### src/design/csc_pkg.sv
// Package for the conveyor segment controller: opcodes, field widths and the
// item and result structures shared by the interfaces, the core and the top level.
// No dependencies.
package csc_pkg;

    localparam int unsigned OPCODE_W  = 3;
    localparam int unsigned FORCE_W   = 8;
    localparam int unsigned COUNT_W   = 8;
    localparam int unsigned TICKS_W   = 16;

    localparam logic [TICKS_W-1:0] TRANSIT_TICKS_RESET = 16'd1000;
    localparam logic [TICKS_W-1:0] IDLE_TICKS_MAX      = 16'hFFFF;

    typedef enum logic [OPCODE_W-1:0] {
        OP_TICK        = 3'd0,
        OP_ENTRY       = 3'd1,
        OP_EXIT        = 3'd2,
        OP_FORCE_MOTOR = 3'd3,
        OP_FORCE_COUNT = 3'd4,
        OP_RESUME      = 3'd5
    } t_opcode;

    typedef struct packed {
        logic [OPCODE_W-1:0] opcode;
        logic                sensor_level;
        logic [FORCE_W-1:0]  force_value;
    } t_in_item;

    typedef struct packed {
        logic               motor_running;
        logic [COUNT_W-1:0] boxes_now;
        logic               jam_alarm;
        logic               stray_box;
        logic               held;
    } t_result;

endpackage

### src/design/csc_if.sv
// Channel interfaces of the conveyor segment controller: event requests in,
// status results out and the transit_ticks write channel.
// Depends on csc_pkg.
interface csc_in_if;
    logic                           valid;
    logic                           ready;
    logic [csc_pkg::OPCODE_W-1:0]   opcode;
    logic                           sensor_level;
    logic [csc_pkg::FORCE_W-1:0]    force_value;

    modport source(output valid, output opcode, output sensor_level, output force_value,
                   input ready);
    modport sink(input valid, input opcode, input sensor_level, input force_value,
                 output ready);
endinterface

interface csc_out_if;
    logic                           valid;
    logic                           ready;
    logic                           motor_running;
    logic [csc_pkg::COUNT_W-1:0]    boxes_now;
    logic                           jam_alarm;
    logic                           stray_box;
    logic                           held;

    modport source(output valid, output motor_running, output boxes_now, output jam_alarm,
                   output stray_box, output held, input ready);
    modport sink(input valid, input motor_running, input boxes_now, input jam_alarm,
                 input stray_box, input held, output ready);
endinterface

interface csc_cfg_if;
    logic                           valid;
    logic                           ready;
    logic [csc_pkg::TICKS_W-1:0]    data;

    modport source(output valid, output data, input ready);
    modport sink(input valid, input data, output ready);
endinterface

### src/design/csc_core.sv
// Segment state (box count, motor, idle timer, hold flag) and its per-request
// update; the result reflects the state after the request.
// Depends on csc_pkg.
module csc_core #(
    parameter logic [csc_pkg::COUNT_W-1:0] BOX_CAP = 8'd255
) (
    input  logic                          i_clk,
    input  logic                          i_rst_n,
    input  logic                          i_fire,
    input  csc_pkg::t_in_item             i_item,
    input  logic [csc_pkg::TICKS_W-1:0]   i_transit_ticks,
    output csc_pkg::t_result              o_result
);

    logic [csc_pkg::COUNT_W-1:0] r_box_count, n_box_count;
    logic                        r_motor, n_motor;
    logic [csc_pkg::TICKS_W-1:0] r_idle_ticks, n_idle_ticks;
    logic                        r_held, n_held;
    logic [csc_pkg::TICKS_W-1:0] w_idle_inc;
    logic                        w_jam;
    logic                        w_stray;

    always_comb begin
        n_box_count  = r_box_count;
        n_motor      = r_motor;
        n_idle_ticks = r_idle_ticks;
        n_held       = r_held;
        w_jam        = 1'b0;
        w_stray      = 1'b0;
        w_idle_inc   = (r_idle_ticks == csc_pkg::IDLE_TICKS_MAX) ? r_idle_ticks
                                                                 : r_idle_ticks + 16'd1;
        case (csc_pkg::t_opcode'(i_item.opcode))
            csc_pkg::OP_TICK: begin
                if (!r_held && r_motor) begin
                    n_idle_ticks = w_idle_inc;
                    // Reaching the bound restarts the timer, so a jam repeats only
                    // after another full bound.
                    if (w_idle_inc >= i_transit_ticks) begin
                        n_idle_ticks = '0;
                        if (r_box_count != '0) begin
                            w_jam = 1'b1;
                        end else begin
                            n_motor = 1'b0;
                        end
                    end
                end
            end
            csc_pkg::OP_ENTRY: begin
                if (!r_held && i_item.sensor_level) begin
                    n_motor      = 1'b1;
                    n_idle_ticks = '0;
                    if (r_box_count < BOX_CAP) begin
                        n_box_count = r_box_count + 8'd1;
                    end
                end
            end
            csc_pkg::OP_EXIT: begin
                if (!r_held && !i_item.sensor_level) begin
                    if (r_box_count != '0) begin
                        n_box_count = r_box_count - 8'd1;
                    end else begin
                        w_stray = 1'b1;
                    end
                    n_idle_ticks = '0;
                end
            end
            csc_pkg::OP_FORCE_MOTOR: begin
                n_held  = 1'b1;
                n_motor = i_item.force_value[0];
            end
            csc_pkg::OP_FORCE_COUNT: begin
                n_held      = 1'b1;
                n_box_count = (i_item.force_value > BOX_CAP) ? BOX_CAP : i_item.force_value;
            end
            csc_pkg::OP_RESUME: begin
                n_held = 1'b0;
            end
            default: begin
            end
        endcase
    end

    always_ff @(posedge i_clk) begin
        if (!i_rst_n) begin
            r_box_count  <= '0;
            r_motor      <= 1'b0;
            r_idle_ticks <= '0;
            r_held       <= 1'b0;
        end else if (i_fire) begin
            r_box_count  <= n_box_count;
            r_motor      <= n_motor;
            r_idle_ticks <= n_idle_ticks;
            r_held       <= n_held;
        end
    end

    always_comb begin
        o_result.motor_running = n_motor;
        o_result.boxes_now     = n_box_count;
        o_result.jam_alarm     = w_jam;
        o_result.stray_box     = w_stray;
        o_result.held          = n_held;
    end

endmodule

### src/design/conveyor_segment_controller_top.sv
// Top level of the conveyor segment controller: request register, result
// register, transit_ticks register and the segment core.
// Depends on csc_pkg, csc_if (csc_in_if, csc_out_if, csc_cfg_if) and csc_core.
//
//  channel  | direction | carries
//  ---------+-----------+------------------------------------------------------
//  i_cfg    | in        | transit_ticks write data
//  i_in     | in        | opcode, sensor_level, force_value
//  o_out    | out       | motor_running, boxes_now, jam_alarm, stray_box, held
//
// One request per cycle sustained while results are taken. An accepted request waits in
// the request register, then its result is held in the result register until taken;
// it moves on once the result register is free or being emptied.
// The request register lets a new request in while a result waits to be taken.
// Reset is synchronous, active low: the segment is empty, the motor off, not held,
// and transit_ticks returns to 1000. The write channel is always ready.
module conveyor_segment_controller_top #(
    parameter int unsigned COUNT_MAX = 255
) (
    input  logic              i_clk,
    input  logic              i_rst_n,
    csc_cfg_if.sink           i_cfg,
    csc_in_if.sink            i_in,
    csc_out_if.source         o_out
);

    localparam int unsigned BoxCapInt = (COUNT_MAX < 255) ? COUNT_MAX : 255;
    localparam logic [csc_pkg::COUNT_W-1:0] BOX_CAP = BoxCapInt[csc_pkg::COUNT_W-1:0];

    logic [csc_pkg::TICKS_W-1:0] r_transit_ticks;
    logic                        r_in_valid;
    csc_pkg::t_in_item           r_in_item;
    logic                        r_out_valid;
    csc_pkg::t_result            r_out_result;
    csc_pkg::t_result            w_result;
    logic                        w_out_free;
    logic                        w_fire;
    logic                        w_in_accept;

    assign w_out_free  = !r_out_valid || o_out.ready;
    assign w_fire      = r_in_valid && w_out_free;
    assign i_in.ready  = !r_in_valid || w_fire;
    assign w_in_accept = i_in.valid && i_in.ready;
    assign i_cfg.ready = 1'b1;

    always_ff @(posedge i_clk) begin
        if (!i_rst_n) begin
            r_transit_ticks <= csc_pkg::TRANSIT_TICKS_RESET;
        end else if (i_cfg.valid) begin
            r_transit_ticks <= i_cfg.data;
        end
    end

    always_ff @(posedge i_clk) begin
        if (!i_rst_n) begin
            r_in_valid <= 1'b0;
        end else if (w_in_accept) begin
            r_in_valid <= 1'b1;
        end else if (w_fire) begin
            r_in_valid <= 1'b0;
        end
    end

    always_ff @(posedge i_clk) begin
        if (w_in_accept) begin
            r_in_item.opcode       <= i_in.opcode;
            r_in_item.sensor_level <= i_in.sensor_level;
            r_in_item.force_value  <= i_in.force_value;
        end
    end

    csc_core #(
        .BOX_CAP(BOX_CAP)
    ) u_core (
        .i_clk          (i_clk),
        .i_rst_n        (i_rst_n),
        .i_fire         (w_fire),
        .i_item         (r_in_item),
        .i_transit_ticks(r_transit_ticks),
        .o_result       (w_result)
    );

    always_ff @(posedge i_clk) begin
        if (!i_rst_n) begin
            r_out_valid <= 1'b0;
        end else if (w_fire) begin
            r_out_valid <= 1'b1;
        end else if (o_out.ready) begin
            r_out_valid <= 1'b0;
        end
    end

    always_ff @(posedge i_clk) begin
        if (w_fire) begin
            r_out_result <= w_result;
        end
    end

    assign o_out.valid         = r_out_valid;
    assign o_out.motor_running = r_out_result.motor_running;
    assign o_out.boxes_now     = r_out_result.boxes_now;
    assign o_out.jam_alarm     = r_out_result.jam_alarm;
    assign o_out.stray_box     = r_out_result.stray_box;
    assign o_out.held          = r_out_result.held;

    // A jam is only reported with boxes on the belt, and the motor keeps running.
    a_jam_needs_boxes: assert property (@(posedge i_clk) disable iff (!i_rst_n)
        (o_out.valid && o_out.jam_alarm) |-> (o_out.motor_running && o_out.boxes_now != '0))
        else $error("jam reported without boxes or with motor off");

    // Both pulses come from different requests and never share a result.
    a_pulses_exclusive: assert property (@(posedge i_clk) disable iff (!i_rst_n)
        o_out.valid |-> !(o_out.jam_alarm && o_out.stray_box))
        else $error("jam and stray box in one result");

    a_count_capped: assert property (@(posedge i_clk) disable iff (!i_rst_n)
        o_out.valid |-> (o_out.boxes_now <= BOX_CAP))
        else $error("box count above cap");

    // With both registers full and the result stalled, no request may enter.
    a_full_blocks_input: assert property (@(posedge i_clk) disable iff (!i_rst_n)
        (r_in_valid && r_out_valid && !o_out.ready) |-> !i_in.ready)
        else $error("request accepted with pipeline full");

endmodule

### src/flat_wrapper.sv
// flat-port wrapper written by rule: the top's interface ports become plain ports
module conveyor_segment_controller_top_flat 
#(
    parameter int unsigned COUNT_MAX = 255
)
  (i_clk, i_rst_n, i_cfg_valid, i_cfg_data, i_cfg_ready, i_in_valid, i_in_opcode, i_in_sensor_level, i_in_force_value, i_in_ready, o_out_valid, o_out_motor_running, o_out_boxes_now, o_out_jam_alarm, o_out_stray_box, o_out_held, o_out_ready);
  csc_cfg_if i_cfg_i ();
  csc_in_if i_in_i ();
  csc_out_if o_out_i ();
  input  logic i_clk;
  input  logic i_rst_n;
  input wire logic [$bits(i_cfg_i.valid)-1:0] i_cfg_valid;
  input wire logic [$bits(i_cfg_i.data)-1:0] i_cfg_data;
  output wire logic [$bits(i_cfg_i.ready)-1:0] i_cfg_ready;
  input wire logic [$bits(i_in_i.valid)-1:0] i_in_valid;
  input wire logic [$bits(i_in_i.opcode)-1:0] i_in_opcode;
  input wire logic [$bits(i_in_i.sensor_level)-1:0] i_in_sensor_level;
  input wire logic [$bits(i_in_i.force_value)-1:0] i_in_force_value;
  output wire logic [$bits(i_in_i.ready)-1:0] i_in_ready;
  output wire logic [$bits(o_out_i.valid)-1:0] o_out_valid;
  output wire logic [$bits(o_out_i.motor_running)-1:0] o_out_motor_running;
  output wire logic [$bits(o_out_i.boxes_now)-1:0] o_out_boxes_now;
  output wire logic [$bits(o_out_i.jam_alarm)-1:0] o_out_jam_alarm;
  output wire logic [$bits(o_out_i.stray_box)-1:0] o_out_stray_box;
  output wire logic [$bits(o_out_i.held)-1:0] o_out_held;
  input wire logic [$bits(o_out_i.ready)-1:0] o_out_ready;
  assign i_cfg_i.valid = i_cfg_valid;
  assign i_cfg_i.data = i_cfg_data;
  assign i_cfg_ready = i_cfg_i.ready;
  assign i_in_i.valid = i_in_valid;
  assign i_in_i.opcode = i_in_opcode;
  assign i_in_i.sensor_level = i_in_sensor_level;
  assign i_in_i.force_value = i_in_force_value;
  assign i_in_ready = i_in_i.ready;
  assign o_out_valid = o_out_i.valid;
  assign o_out_motor_running = o_out_i.motor_running;
  assign o_out_boxes_now = o_out_i.boxes_now;
  assign o_out_jam_alarm = o_out_i.jam_alarm;
  assign o_out_stray_box = o_out_i.stray_box;
  assign o_out_held = o_out_i.held;
  assign o_out_i.ready = o_out_ready;
  conveyor_segment_controller_top #(.COUNT_MAX(COUNT_MAX)) u_core (.i_clk(i_clk), .i_rst_n(i_rst_n), .i_cfg(i_cfg_i), .i_in(i_in_i), .o_out(o_out_i));
endmodule
### config.mk
export PLATFORM = sky130hd
export DESIGN_NAME = conveyor_segment_controller_top_flat
export DESIGN_NICKNAME = d
export VERILOG_FILES = /design/src/design/csc_pkg.sv /design/src/design/csc_if.sv /design/src/design/csc_core.sv /design/src/design/conveyor_segment_controller_top.sv /design/src/flat_wrapper.sv
export SDC_FILE = /design/constraint.sdc
export NUM_CORES = 1
export LEC_CHECK = 0
export BUFFER_PORTS_ARGS = -buffer_cell sky130_fd_sc_hd__buf_4
export CAP_MARGIN = 20
export CORE_ASPECT_RATIO = 0.75
export CORE_UTILIZATION = 35
export CTS_CLUSTER_DIAMETER = 40
export DETAILED_ROUTE_END_ITERATION = 12
export SYNTH_ARGS = -nofsm -noshare
export SYNTH_HDL_FRONTEND = slang
export SYNTH_SLANG_ARGS = --single-unit
export TNS_END_PERCENT = 10
### constraint.sdc
create_clock -name i_clk -period 3.4 [get_ports i_clk]
set_input_delay 0.68 -clock i_clk [delete_from_list [all_inputs] [get_ports i_clk]]
set_output_delay 0.68 -clock i_clk [all_outputs]
set_load 0.01 [all_outputs]
== Word-level counts from Yosys, hierarchy flattened ==
Cells that the tools add are included.
Cells by class
  $add $sub $neg: 3
  $lt $le $gt $ge: 3
  equal/unequal tests: 9
  multiplexer cells: 24
  reductions and logical operators: 20
Operator list (count)
  16-bit two-way mux: 5
  16-bit case mux with 3 select lines: 1
  8-bit two-way mux: 5
  8-bit case mux with 3 select lines: 1
  16-bit by 1-bit adder with 16-bit output (second input constant): 1
  16-bit == test (second input constant): 1
  16-bit greater-or-equal comparator: 1
  1-bit two-way mux: 10
  8-bit by 1-bit adder with 8-bit output (second input constant): 1
  8-bit greater-than comparator (second input constant): 1
  8-bit less-than comparator (second input constant): 1
  8-bit nonzero test: 1
  8-bit by 1-bit subtractor with 8-bit output (second input constant): 1
  3-bit by 2-bit == test with 1-bit output (second input constant): 2
  3-bit == test (second input constant): 2
  2-bit inequality test (second input constant): 3
  1-bit logical AND: 5
  5-bit AND reduction: 1
  1-bit zero test: 4
  2-bit nonzero test: 2
  3-bit by 1-bit == test with 1-bit output (second input constant): 1
  3-bit zero test: 1
  1-bit case mux with 3 select lines: 1
  3-bit AND reduction: 1
  5 further kinds: 6
Storage, ports and cells
  flip-flop bits (word level): 68
  bits of input ports: 33
  output and inout port bits: 15
  word-level logic and storage cells: 74

== Depth between registers and ports, before layout ==
  depth after elaboration: 6
  mapped depth: 14
  depth with buffers taken out: 13

== Cells and area by module ==
Synthesis repeated with hierarchy kept, for this count alone.
Second synthesis, totals
  cells, all modules: 459
  area, all modules: 4140.2 sq um
Modules (own cells, without submodules)
  csc_core: times used 1, cells each 373, area an instance 2722.6 sq um, sequential area each 520.5 sq um
  conveyor_segment_controller_top: times used 1, cells each 86, area an instance 1417.6 sq um, sequential area each 1081.0 sq um

== Worst setup path after synthesis ==
No wires, ideal clock.
  path type: reg2reg
  from: register u_core.u_core.r_idle_ticks[0] (netlist name)
  to: register u_core.u_core.r_idle_ticks[11] (netlist name)
  data arrival time: 3057 ps
  required time: 3328 ps
  setup slack: 272 ps
  cell stages (with the launch flop): 15
  period minus slack after synthesis: 3128 ps
  cell sequence: dfxtp_1 > ha_1 > nand3_1 > nor2_1 > a2111o_1 > and2_1 > or2_2 > ha_1 > a21oi_1 > o21ai_0 > a211o_1 > a211oi_2 > buf_4 > a21oi_1 > mux2i_1
On the way
  cells in the longest elaborated chain, start to end: 6
  elaborated cells between the ends (all ways): 7
  classes of those cells: 1 x add/sub; 1 x order compare; 1 x eq/ne; 4 x mux
Ends and longest elaborated chain
  from (decl): line csc_core.sv:17  | logic [csc_pkg::TICKS_W-1:0] r_idle_ticks, n_idle_ticks;
  from (signal assigned): line csc_core.sv:92  | r_idle_ticks <= n_idle_ticks;
  16-bit by 1-bit adder with 16-bit output or 16-bit == test (tied branches): line csc_core.sv:31, csc_core.sv:30
  16-bit two-way mux *: line csc_core.sv:30  | w_idle_inc = (r_idle_ticks == csc_pkg::IDLE_TICKS_MAX) ? r_idle_ticks
  16-bit greater-or-equal comparator: line csc_core.sv:38  | if (w_idle_inc >= i_transit_ticks) begin
  16-bit two-way mux *: line csc_core.sv:38
  16-bit two-way mux *: line csc_core.sv:34  | if (!r_held && r_motor) begin
  16-bit case mux with 3 select lines *: line csc_core.sv:32  | case (csc_pkg::t_opcode'(i_item.opcode))
Every way passes the cells marked *; elsewhere a longest branch is shown, timed or not. The select of a mux whose other input is x is not followed.
A chain may end at the register's enable or synchronous reset.

== Worst setup path in the final report ==
  from: register u_core.u_core.r_idle_ticks[11] (netlist name)
  to: register u_core.u_core.r_idle_ticks[11] (netlist name)
The elaborated chain is that of the path after synthesis.

==> results.yml <==
cells_and_area:
  drive_gt1_share_pct: 21.71
  num-nets-final: 564
  design_area_sq_um: 5050
  stdcell_count: 656
  fillers: 1058
  area_delta_synth_final_pct: 24.64
  seq_area_sq_um: 1604
  multi_input_area_sq_um: 2349
  insertedDiodeCount: 0
  fin_util_pct: 45.47
pwr:
  p_leak_nw: 2.087
  p_total_mw: 2.221
  power.density_nw_per_um2: 439.9
  irDropWorstVdd_v: 0.0002313
timing:
  slew_violations: 0
  finalClockSkew_ns: 0.005743
  tightest_slew_ns: 0.7101
  fmax_mhz: 301.5
  period_needed_ns: 3.317
  setup_tns_ns: 0
  final.setup.worst_slack_ns: 0.08287
  setup_viol: 0
  slew_headroom_pct: 52.22
  finalCritPeriodShare_pct: 97.56
  hold_violations: 0
  holdWs_ns: 0.4603
critical_path:
  path_class: "flip-flop to flip-flop"
  critPathRequiredTime_ns: 3.67
  cpMaxStageDelayCell: "dfxtp_1"
  crit_family: "simple AND/OR/NAND/NOR gates"
  cpMostUsedCell: "a211oi_2"
  cp.buffers_inverters: 1
  cpPeakStageDelay_ns: 0.44
  critPathMaxFanout: 10
  arrival_ns: 3.58
  critPathLaunchType: "flip-flop"
  rrSetupSlack_ns: 0.08
  crit_chain: "nand3_2, nor2_4, a21o_1, nor3_1, or2_2, ha_1, nand3_1, a211oi_2, a211o_1, a211oi_2, buf_6, or2b_1, mux2i_1"
  endpoint_kind: "flip-flop"
cts:
  cts.sinks: 68
  hold_buffers: 0
  cts_max_level: 3
  root_buffer: "clkbuf_16"
  clk_pin_slew_ns: 0.06
  cts_inserted_buffers: 9
  tritoncts: "built"
  clock_latency_ns: 0.34
  clockBufferDepth: 2
synthesis:
  syn_nets: 511
  netlist_top_cells_count: "nand2_1 (46), dfxtp_1 (44), inv_1 (29)"
  yosysTopAreaCell: "dfxtp_1"
  ys_types: 65
  synthXorXnorAreaFrac_pct: 2.378
  synth_seq_area_share_pct: 39.53
  ys.flop_type: "dfxtp_1"
  synth_top_area_share_pct: 21.74
  ys_async_sr_fraction_pct: 0
  synth_seq_cells: 68
  synth_area_leaders: "dfxtp_1 (22%), edfxtp_1 (18%), ha_1 (6.2%)"
  syn_area_sq_um: 4051
  yosys_warnings: 0
  synth_compound_area_share_pct: 20.44
  synth.most_common_cell: "nand2_1"
  synth_mux_area_share_pct: 3.706
  synth_top_family_by_area: "simple AND/OR/NAND/NOR gates"
  synthCells: 458
  synth_adder_area_share_pct: 6.177
  synth_edf_count: 24
  synth-simple-area-share_pct: 22.36
  syn_avg_cell_area_sq_um: 8.846
global_routing:
  overflow: 0
  grt_pass1_wl_um: 16310
  grt_max_degree: 32
  grt_use_total_pct: 17.79
  grt_antenna_before_repair: 0
  grt_pass1_vias: 3192
drt:
  vias_per_cell: 5.399
  vias: 3542
  first_pass_iters: 5
  drt_wl_total_um: 10350
  wl_per_cell_um: 15.77
  first_iter_violations: 170
  drc: 0
  antenna_left: 0
floorplan:
  floorplan.die_area_sq_um: 12010
  initial_core_util_pct: 36.48
  die_h_um: 95.18
  io-pin-count: 48
  die_w_um: 126.2
  core.rowCount: 33
  fp.coreArea_sq_um: 11110
place:
  place_ws_ns: -0.1291
  dp.cells: 634
  numPortBuffers: 46
  dp_hpwl_um: 7367
  gp_congestion: 0.8621
  placed_area_sq_um: 4556
min_path:
  hold_path.class: "flip-flop to flip-flop"
run:
  cap_violations: 0
outcome:
  status: "finished clean"
[final cells by class]
cell class,count,share of cell area (%)
well taps,140,3.469
multi-input cells,339,46.51
flip-flops and latches,68,31.76
clock inverters,6,2.032
inverters,29,2.156
repair buffers,64,9.539
clock buffers,10,4.534
[flip-flops by register name, indices dropped and copies added, names as in the netlist, 8 cells and up]
register                    flops
u_core.r_transit_ticks         16
u_core.r_in_item               12
u_core.o_out.boxes_now          8
u_core.u_core.r_box_count       8
u_core.u_core.r_idle_ticks     16
[worst paths after layout]
path / start / end / depth (start not counted)
hold reg to reg: u_core.u_core.r_idle_ticks[7] / u_core.u_core.r_idle_ticks[7] / 2
hold / removal: u_core.u_core.r_idle_ticks[7] / u_core.u_core.r_idle_ticks[7] / 2
setup / recovery: u_core.u_core.r_idle_ticks[11] / u_core.u_core.r_idle_ticks[11] / 13
setup reg to reg: u_core.u_core.r_idle_ticks[11] / u_core.u_core.r_idle_ticks[11] / 13
[what timing repair did]
item | in CTS | in global routing
gates cloned | 0 | 1
gates resized for setup | 4 | 22
buffers inserted | 0 | 5
pin swaps | 0 | 10
setup endpoints to repair | 9 | 19
[kinds of logic (layout without fill, tap and decap cells)]
family / Yosys count / in the layout
AOI/OAI and AO/OA: 122 / 122
xor gates and xnor gates: 11 / 11
adders and majority gates: 20 / 20
buffers and inverters: 51 / 109
DFF: 68 / 68
muxes: 15 / 15
other: 1 / 1
and+or+nand+nor: 170 / 170
[routing by layer]
metal | global-route usage, % | vias to the layer above | share of wire [%] | wire, um
met1 | 25.75 | 1630 | 53 | 5459
met2 | 24.26 | 128 | 38 | 3935
met5 | 0 | - | 0 | 0
met3 | 5.668 | 17 | 7.3 | 759
li1 | - | 1767 | - | -
met4 | 6.526 | 0 | 1.9 | 193
[cells in the final DEF (no fill, tap or decap), types with 3 or more instances in the layout]
cell type  count
buf_4         62
dfxtp_1       42
nand2b_1      10
inv_1         29
or2_2          7
nand3b_1       3
o22ai_1        4
mux2i_1       15
xnor2_1       10
nand4_1        7
nor2b_1       16
o21a_1        10
and3_1         6
bufinv_16      3
a211oi_2       3
nand2_1       45
a31oi_1        4
edfxtp_1      24
a21oi_1       24
clkbuf_16      9
ha_1          17
o21ai_1        3
o21ai_0       24
o211ai_1      10
nor3_1        10
nor2_1        23
a211oi_1       3
a21o_1         6
nand3_1       16
and2_1         5
a211o_1        3
nor3b_1        3
[where the power goes]
| part | total (mW) | switching [mW] | internal, mW | leakage [nW] |
|---|---|---|---|---|
| sequential | 0.921 | 0.0372 | 0.884 | 0.594 |
| combinational | 0.245 | 0.131 | 0.113 | 1.33 |
| clock | 1.06 | 0.346 | 0.710 | 0.162 |
| total | 2.22 | 0.514 | 1.71 | 2.09 |
[tightest hold or removal path, cell delays in order (launching register included)]
cell and delay, ns:
dfxtp_2 0.33, nand2_1 0.05, nand2_1 0.04
Power figures use the tool's default switching activity.
